<file path="src/design/mpbp_pkg.sv">
package mpbp_pkg;

   localparam int unsigned ByteWidth   = 8;
   localparam int unsigned ClassWidth  = 3;
   localparam int unsigned TypeWidth   = 4;
   localparam int unsigned LengthWidth = 28;
   localparam int unsigned TopicWidth  = 16;
   localparam int unsigned ErrorWidth  = 2;

   // byte classes
   localparam logic [ClassWidth-1:0] CLASS_HEADER     = 3'd0;
   localparam logic [ClassWidth-1:0] CLASS_LENGTH     = 3'd1;
   localparam logic [ClassWidth-1:0] CLASS_TOPIC_LEN  = 3'd2;
   localparam logic [ClassWidth-1:0] CLASS_TOPIC      = 3'd3;
   localparam logic [ClassWidth-1:0] CLASS_PAYLOAD    = 3'd4;
   localparam logic [ClassWidth-1:0] CLASS_DISCARDED  = 3'd5;

   // error codes
   localparam logic [ErrorWidth-1:0] ERR_NONE         = 2'd0;
   localparam logic [ErrorWidth-1:0] ERR_LENGTH_LONG  = 2'd1;
   localparam logic [ErrorWidth-1:0] ERR_TOPIC_OVER   = 2'd2;

   typedef struct packed {
      logic [ByteWidth-1:0]   out_byte;
      logic [ClassWidth-1:0]  byte_class;
      logic [TypeWidth-1:0]   packet_type;
      logic [LengthWidth-1:0] remaining_length;
      logic [TopicWidth-1:0]  topic_length;
      logic [LengthWidth-1:0] payload_length;
      logic                   last_of_packet;
      logic [ErrorWidth-1:0]  error_code;
   } result_type;

endpackage

</file>
<file path="src/design/mpbp_parse_core.sv">
module mpbp_parse_core
   import mpbp_pkg::*;
(
   input  logic                 clock,
   input  logic                 reset,
   input  logic                 fire,
   input  logic [ByteWidth-1:0] in_byte,
   output result_type           result
);

   typedef enum logic [2:0] {
      PH_HEADER  = 3'd0,
      PH_LENGTH  = 3'd1,
      PH_TLEN_HI = 3'd2,
      PH_TLEN_LO = 3'd3,
      PH_TOPIC   = 3'd4,
      PH_PAYLOAD = 3'd5,
      PH_DISCARD = 3'd6
   } phase_type;

   phase_type              phase_ff,      phase_in;
   logic [TypeWidth-1:0]   type_ff,       type_in;
   logic [LengthWidth-1:0] length_acc_ff, length_acc_in;
   logic [1:0]             length_idx_ff, length_idx_in;
   logic [LengthWidth-1:0] bytes_left_ff, bytes_left_in;
   logic [TopicWidth-1:0]  topic_len_ff,  topic_len_in;
   logic [TopicWidth-1:0]  topic_left_ff, topic_left_in;

   logic [LengthWidth-1:0] length_add;
   logic [LengthWidth-1:0] acc_sum;
   logic [LengthWidth-1:0] bytes_dec;
   logic [TopicWidth-1:0]  topic_dec;
   logic [TopicWidth-1:0]  tlen_full;
   logic [LengthWidth-1:0] plen_reg;
   logic [LengthWidth-1:0] plen_full;

   // seven-bit group placed at its weight
   always_comb begin
      case (length_idx_ff)
         2'd0:    length_add = {21'b0, in_byte[6:0]};
         2'd1:    length_add = {14'b0, in_byte[6:0], 7'b0};
         2'd2:    length_add = {7'b0, in_byte[6:0], 14'b0};
         2'd3:    length_add = {in_byte[6:0], 21'b0};
         default: length_add = {21'b0, in_byte[6:0]};
      endcase
   end

   assign acc_sum   = length_acc_ff + length_add;
   assign bytes_dec = bytes_left_ff - LengthWidth'(1);
   assign topic_dec = topic_left_ff - TopicWidth'(1);
   assign tlen_full = {topic_len_ff[15:8], in_byte};
   assign plen_reg  = length_acc_ff - LengthWidth'(2) - LengthWidth'(topic_len_ff);
   assign plen_full = length_acc_ff - LengthWidth'(2) - LengthWidth'(tlen_full);

   always_comb begin
      phase_in      = phase_ff;
      type_in       = type_ff;
      length_acc_in = length_acc_ff;
      length_idx_in = length_idx_ff;
      bytes_left_in = bytes_left_ff;
      topic_len_in  = topic_len_ff;
      topic_left_in = topic_left_ff;

      result.out_byte         = in_byte;
      result.byte_class       = CLASS_HEADER;
      result.packet_type      = type_ff;
      result.remaining_length = length_acc_ff;
      result.topic_length     = '0;
      result.payload_length   = '0;
      result.last_of_packet   = 1'b0;
      result.error_code       = ERR_NONE;

      case (phase_ff)
         PH_LENGTH: begin
            result.byte_class       = CLASS_LENGTH;
            length_acc_in           = acc_sum;
            result.remaining_length = acc_sum;
            if (in_byte[7]) begin
               if (length_idx_ff == 2'd3) begin
                  result.error_code     = ERR_LENGTH_LONG;
                  result.last_of_packet = 1'b1;
                  phase_in              = PH_HEADER;
               end else begin
                  length_idx_in = length_idx_ff + 2'd1;
               end
            end else begin
               bytes_left_in = acc_sum;
               if (acc_sum == '0) begin
                  result.last_of_packet = 1'b1;
                  phase_in              = PH_HEADER;
               end else begin
                  phase_in = PH_TLEN_HI;
               end
            end
         end
         PH_TLEN_HI: begin
            result.byte_class = CLASS_TOPIC_LEN;
            topic_len_in      = {in_byte, 8'b0};
            bytes_left_in     = bytes_dec;
            if (bytes_dec == '0) begin
               result.error_code     = ERR_TOPIC_OVER;
               result.last_of_packet = 1'b1;
               phase_in              = PH_HEADER;
            end else begin
               phase_in = PH_TLEN_LO;
            end
         end
         PH_TLEN_LO: begin
            result.byte_class   = CLASS_TOPIC_LEN;
            topic_len_in        = tlen_full;
            result.topic_length = tlen_full;
            bytes_left_in       = bytes_dec;
            if (LengthWidth'(tlen_full) > bytes_dec) begin
               result.error_code = ERR_TOPIC_OVER;
               if (bytes_dec == '0) begin
                  result.last_of_packet = 1'b1;
                  phase_in              = PH_HEADER;
               end else begin
                  phase_in = PH_DISCARD;
               end
            end else begin
               result.payload_length = plen_full;
               topic_left_in         = tlen_full;
               if (bytes_dec == '0) begin
                  result.last_of_packet = 1'b1;
                  phase_in              = PH_HEADER;
               end else if (tlen_full != '0) begin
                  phase_in = PH_TOPIC;
               end else begin
                  phase_in = PH_PAYLOAD;
               end
            end
         end
         PH_TOPIC: begin
            result.byte_class     = CLASS_TOPIC;
            result.topic_length   = topic_len_ff;
            result.payload_length = plen_reg;
            bytes_left_in         = bytes_dec;
            topic_left_in         = topic_dec;
            if (bytes_dec == '0) begin
               result.last_of_packet = 1'b1;
               phase_in              = PH_HEADER;
            end else if (topic_dec == '0) begin
               phase_in = PH_PAYLOAD;
            end
         end
         PH_PAYLOAD: begin
            result.byte_class     = CLASS_PAYLOAD;
            result.topic_length   = topic_len_ff;
            result.payload_length = plen_reg;
            bytes_left_in         = bytes_dec;
            if (bytes_dec == '0) begin
               result.last_of_packet = 1'b1;
               phase_in              = PH_HEADER;
            end
         end
         PH_DISCARD: begin
            result.byte_class   = CLASS_DISCARDED;
            result.topic_length = topic_len_ff;
            bytes_left_in       = bytes_dec;
            if (bytes_dec == '0) begin
               result.last_of_packet = 1'b1;
               phase_in              = PH_HEADER;
            end
         end
         default: begin
            // header byte, also any unused phase code
            result.byte_class       = CLASS_HEADER;
            type_in                 = in_byte[7:4];
            result.packet_type      = in_byte[7:4];
            result.remaining_length = '0;
            length_acc_in           = '0;
            length_idx_in           = '0;
            bytes_left_in           = '0;
            topic_len_in            = '0;
            topic_left_in           = '0;
            phase_in                = PH_LENGTH;
         end
      endcase
   end

   always_ff @(posedge clock) begin
      if (reset) begin
         phase_ff      <= PH_HEADER;
         type_ff       <= '0;
         length_acc_ff <= '0;
         length_idx_ff <= '0;
         bytes_left_ff <= '0;
         topic_len_ff  <= '0;
         topic_left_ff <= '0;
      end else if (fire) begin
         phase_ff      <= phase_in;
         type_ff       <= type_in;
         length_acc_ff <= length_acc_in;
         length_idx_ff <= length_idx_in;
         bytes_left_ff <= bytes_left_in;
         topic_len_ff  <= topic_len_in;
         topic_left_ff <= topic_left_in;
      end
   end

`ifndef SYNTHESIS
   a_len_error_ends_packet: assert property (@(posedge clock) disable iff (reset)
      fire && result.error_code == ERR_LENGTH_LONG |-> result.last_of_packet)
      else $error("length error without end of packet");

   a_last_returns_to_header: assert property (@(posedge clock) disable iff (reset)
      fire && result.last_of_packet |=> phase_ff == PH_HEADER)
      else $error("packet end did not return to header phase");

   a_header_starts_length: assert property (@(posedge clock) disable iff (reset)
      fire && result.byte_class == CLASS_HEADER |=> phase_ff == PH_LENGTH)
      else $error("header byte not followed by length phase");

   a_idle_holds_phase: assert property (@(posedge clock) disable iff (reset)
      !fire |=> $stable(phase_ff))
      else $error("phase moved without a transaction");
`endif

endmodule

</file>
<file path="src/design/mqtt_publish_byte_parser.sv">
// channel  direction  handshake             payload
// req      in         req_valid/req_stall   req_in_byte
// rsp      out        rsp_valid/rsp_stall   rsp_out_byte .. rsp_error_code
//
// one transaction in gives one transaction out, one byte per cycle sustained while rsp is not stalled
// each byte passes the input register, then parse logic into the result register
// the parse state advances only when a byte moves into the result register
// reset (synchronous, active high) empties both registers and sets header phase
// a stall on rsp holds the result; the input register still fills behind it
module mqtt_publish_byte_parser
   import mpbp_pkg::*;
(
   input  logic                   clock,
   input  logic                   reset,

   input  logic                   req_valid,
   output logic                   req_stall,
   input  logic [ByteWidth-1:0]   req_in_byte,

   output logic                   rsp_valid,
   input  logic                   rsp_stall,
   output logic [ByteWidth-1:0]   rsp_out_byte,
   output logic [ClassWidth-1:0]  rsp_byte_class,
   output logic [TypeWidth-1:0]   rsp_packet_type,
   output logic [LengthWidth-1:0] rsp_remaining_length,
   output logic [TopicWidth-1:0]  rsp_topic_length,
   output logic [LengthWidth-1:0] rsp_payload_length,
   output logic                   rsp_last_of_packet,
   output logic [ErrorWidth-1:0]  rsp_error_code
);

   // input register
   logic                 in_valid_ff, in_valid_in;
   logic [ByteWidth-1:0] in_byte_ff;

   // result register
   logic                 rsp_valid_ff, rsp_valid_in;
   result_type           rsp_ff;

   logic                 req_take;
   logic                 advance;
   logic                 fire;
   result_type           parsed;

   // result register can load when empty or being drained this cycle
   assign advance   = !rsp_valid_ff || !rsp_stall;
   assign fire      = in_valid_ff && advance;
   assign req_stall = in_valid_ff && !advance;
   assign req_take  = req_valid && !req_stall;

   assign in_valid_in  = req_take || (in_valid_ff && !advance);
   assign rsp_valid_in = fire || (rsp_valid_ff && rsp_stall);

   mpbp_parse_core u_core (
      .clock   (clock),
      .reset   (reset),
      .fire    (fire),
      .in_byte (in_byte_ff),
      .result  (parsed)
   );

   // valid bits
   always_ff @(posedge clock) begin
      if (reset) begin
         in_valid_ff  <= 1'b0;
         rsp_valid_ff <= 1'b0;
      end else begin
         in_valid_ff  <= in_valid_in;
         rsp_valid_ff <= rsp_valid_in;
      end
   end

   // payload registers, no reset needed
   always_ff @(posedge clock) begin
      if (req_take) begin
         in_byte_ff <= req_in_byte;
      end
      if (fire) begin
         rsp_ff <= parsed;
      end
   end

   assign rsp_valid            = rsp_valid_ff;
   assign rsp_out_byte         = rsp_ff.out_byte;
   assign rsp_byte_class       = rsp_ff.byte_class;
   assign rsp_packet_type      = rsp_ff.packet_type;
   assign rsp_remaining_length = rsp_ff.remaining_length;
   assign rsp_topic_length     = rsp_ff.topic_length;
   assign rsp_payload_length   = rsp_ff.payload_length;
   assign rsp_last_of_packet   = rsp_ff.last_of_packet;
   assign rsp_error_code       = rsp_ff.error_code;

endmodule
</file>
<file path="config.mk">
export PLATFORM = sky130hd
export DESIGN_NAME = mqtt_publish_byte_parser
export DESIGN_NICKNAME = d
export VERILOG_FILES = /design/src/design/mpbp_pkg.sv /design/src/design/mpbp_parse_core.sv /design/src/design/mqtt_publish_byte_parser.sv
export SDC_FILE = /design/constraint.sdc
export NUM_CORES = 1
export LEC_CHECK = 0
export BUFFER_PORTS_ARGS = -buffer_cell sky130_fd_sc_hd__buf_2
export CAP_MARGIN = 20
export CORE_MARGIN = 5
export CORE_UTILIZATION = 35
export DETAILED_ROUTE_END_ITERATION = 6
export GPL_ROUTABILITY_DRIVEN = 1
export GPL_TIMING_DRIVEN = 0
export HOLD_SLACK_MARGIN = 0.05
export PLACE_DENSITY = 0.59
export SLEW_MARGIN = 20
export SYNTH_ARGS = -nofsm -noshare
export SYNTH_HDL_FRONTEND = slang
export SYNTH_SLANG_ARGS = --single-unit
</file>
<file path="constraint.sdc">
create_clock -name clock -period 8.8 [get_ports clock]
set_clock_uncertainty 0.15 [all_clocks]
set_input_delay 0.88 -clock clock [delete_from_list [all_inputs] [get_ports clock]]
set_output_delay 0.88 -clock clock [all_outputs]
set_load 0.1 [all_outputs]
</file>
==> impl_metrics.yaml <==
clocking:
  clock_sinks: 197
  clk_latency_ns: 0.47
  clockBufferDepth: 2
  cts-root-buf: "clkbuf_16"
  cts_tree: "built"
  holdBufCountCts: 0
  cts-buffers-inserted: 17
  ctsResizeCount: 0
  post_cts.repair.setup_buffers: 0
  h-tree-depth: 4
  clkTransAtPathRegs_ns: 0.08
timing:
  worst_pin_slew_ns: 0.9851
  final.period_utilization: 0.6358
  hold_violations: 0
  setup_viol: 0
  rsz0062_at_grt: "no"
  clock.fmax_mhz: 178.7
  fin_setup_tns_ns: 0
  drv_slew: 0
  post-route-min-period_ns: 5.595
  slew_headroom: 0.3433
route:
  vias: 13450
  drtAntennaViolNets: 0
  wire_per_inst_microns: 20.62
  wirelength_microns: 47820
  dr.pass1.iters: 5
  dr.first_iter.drc_count: 1244
  vias_per_cell: 5.799
  drc: 0
floorplan:
  die_h_microns: 207.9
  die_w_microns: 207.9
  die-area_sq_um: 43230
  io_pins: 104
  std_cell_rows: 72
  initial_core_util: 0.3539
  core-area_sq_um: 38740
logic_synthesis:
  yosys_register_bits: 197
  synth_cells: 1664
  syn_area_sq_um: 13710
  synth-edff-count: 98
  ys_warn_count: 0
  syn-num-nets: 1755
  synthTopCellsByArea: "edfxtp_1 21%, dfxtp_1 14%, ha_1 6.9%, nor2_1 6.1%, a21oi_1 4.9%"
  synth_ff_type: "dfxtp_1"
  synth_top_area_cell: "edfxtp_1"
  ys_async_sr_fraction: 0
  avgSynthCellArea_sq_um: 8.239
  synth_cell_types: 88
  seq_area_frac_synth: 0.3592
  synth_top_cell_area_share: 0.2147
final_layout:
  multi_input_area_sq_um: 8210
  fin_cells: 2319
  nets: 1879
  antenna_cells: 0
  fillers: 3962
  drive_above_1_share: 0.1033
  layout_common_cells: "223 x nor2_1, 137 x nand2_1, 133 x a21oi_1"
  final_common_cell: "nor2_1"
  syn_to_final_growth_pct: 13.32
  final-seq-area_sq_um: 4925
critical_path:
  worstSetupPathType: "reg2reg"
  worstPathArrival_ns: 5.78
  cp-end-kind: "flop"
  start_kind: "flop"
  reg2reg_depth: 18
  r2r-end: "rsp_payload_length[9]"
  crit_fanout: 10
  setup.worst_path.end: "rsp_payload_length[9]"
  r2r_setup_slack_ns: 3.20
  rr_startpoint: "u_core.bytes_left_ff[0]"
  cp-startpoint: "u_core.bytes_left_ff[0]"
  worst_ep_required_time_ns: 8.99
min_path:
  hold_path.class: "reg2reg"
placed_design:
  place.gp.congestion: 0.9456
  place_hpwl_microns: 37130
  numPortBuffers: 102
  place_inst: 2287
global_route:
  grt_use_total: 0.2143
  grt_max_degree: 38
  antenna_found_initial: 0
  grt_first_pass_wirelength_microns: 73510
  grt_overflow_total: 0
  first_global_vias: 12710
status:
  status: "completed"
power:
  leakagePower_uw: 0.006176
  power_density_nw_per_um2: 151.3
  vdd_ir_drop_max_v: 0.0001479
run:
  cap_violations: 0
[power breakdown]
part           leakage (uW)  switching [uW]  internal [uW]  total, uW
registers           0.00175            24.2            991       1010
clock network      0.000295             425            390        815
logic               0.00413             381            139        521
total               0.00618             831           1520       2350
[cells by family (layout without fill, tap and decap cells)]
group / count (synthesis) / after routing / synth area share
AO/OA/AOI/OAI: 498 / 498 / 0.2350
XOR/XNOR: 69 / 69 / 0.04408
adder cells (fa/ha/maj): 80 / 80 / 0.07447
buffers and inverters: 150 / 287 / 0.04262
flip-flops: 197 / 197 / 0.3592
multiplexers: 9 / 9 / 0.007027
AND/OR/NAND/NOR: 661 / 661 / 0.2376
[critical path, stage by stage (launching register included)]
cell and delay (ns):
dfxtp_1 0.36, inv_1 0.17, ha_1 0.16, buf_2 0.22
or4b_1 0.51, or3_4 0.38, or2_2 0.34, xor2_1 0.28
ha_1 0.31, a21o_1 0.16, a21oi_1 0.18, nand2_1 0.09
o31ai_1 0.42, nor2_1 0.17, nor3_1 0.72, buf_2 0.37
a22oi_1 0.11, o21ai_0 0.19, o21a_1 0.17
[cell usage after synthesis (7+ instances only)]
library cell and number:
a211oi_1 17, buf_2 11, nor3_1 65, a21boi_0 7, and3_1 13, o21ai_0 96, dfxtp_1 99, edfxtp_1 98
xor2_1 35, or2_2 10, a21o_1 40, and2_1 32, o31ai_1 24, nor4_1 28, ha_1 76, nor2b_1 14
o21a_1 16, nand2b_1 21, or4_1 12, nand3_1 29, nor2_1 223, o22ai_1 20, xnor2_1 34, nand2_1 137
a22oi_1 48, a21oi_1 134, or3_1 19, inv_1 61, o211ai_1 15, clkbuf_1 75, nand4_1 17
[worst min path at each step]
stage | from | endpoint | slack [ns] | cells past startpoint
after floorplan | in_valid_ff | rsp_valid | 0.30 | 2
after global placement | in_valid_ff | rsp_valid | 0.33 | 2
after detailed placement | u_core.bytes_left_ff[15] | u_core.bytes_left_ff[15] | 0.34 | 2
after CTS | u_core.bytes_left_ff[15] | u_core.bytes_left_ff[15] | 0.35 | 2
after global routing | u_core.type_ff[3] | u_core.type_ff[3] | 0.37 | 2
final | u_core.bytes_left_ff[19] | u_core.bytes_left_ff[19] | 0.35 | 2
[layout make-up]
cell class / instances / share of cell area
inverter: 61 / 0.01474
clock inverter: 14 / 0.01007
clock buffer: 18 / 0.02827
tap: 518 / 0.04172
sequential: 197 / 0.3170
multi-input combinational: 1317 / 0.5285
timing repair buffer: 105 / 0.03673
buffer: 89 / 0.02295
[sequential cells by signal, indices dropped and copies added (netlist names), 16 cells and up]
register	cells
rsp_topic_length	16
rsp_remaining_length	28
u_core.length_acc_ff	28
rsp_payload_length	28
u_core.bytes_left_ff	28
u_core.topic_len_ff	16
u_core.topic_left_ff	16
[through the flow]
step	instance area (sq um)	hold WS (ns)	setup WS, ns	power [uW]	util
floorplan	13710	0.3013	3.926	1422	-
detailed placement	14940	0.3382	3.342	1550	0.3857
finish	15530	0.3471	3.205	2351	0.4010
global placement	14870	0.3251	1.915	1544	0.3838
CTS	15530	0.3499	3.321	2356	0.4010
global route	15530	0.3713	2.797	2442	0.4010
[layer usage]
layer	track usage	part of all wire	wire length [microns]	vias up
met5	0	0	0	-
li1	-	-	-	6380
met2	0.3425	0.45	21570	586
met3	0.03193	0.075	3567	109
met1	0.2941	0.44	20960	6373
met4	0.08245	0.036	1720	0
Power figures use the tool's default switching activity.
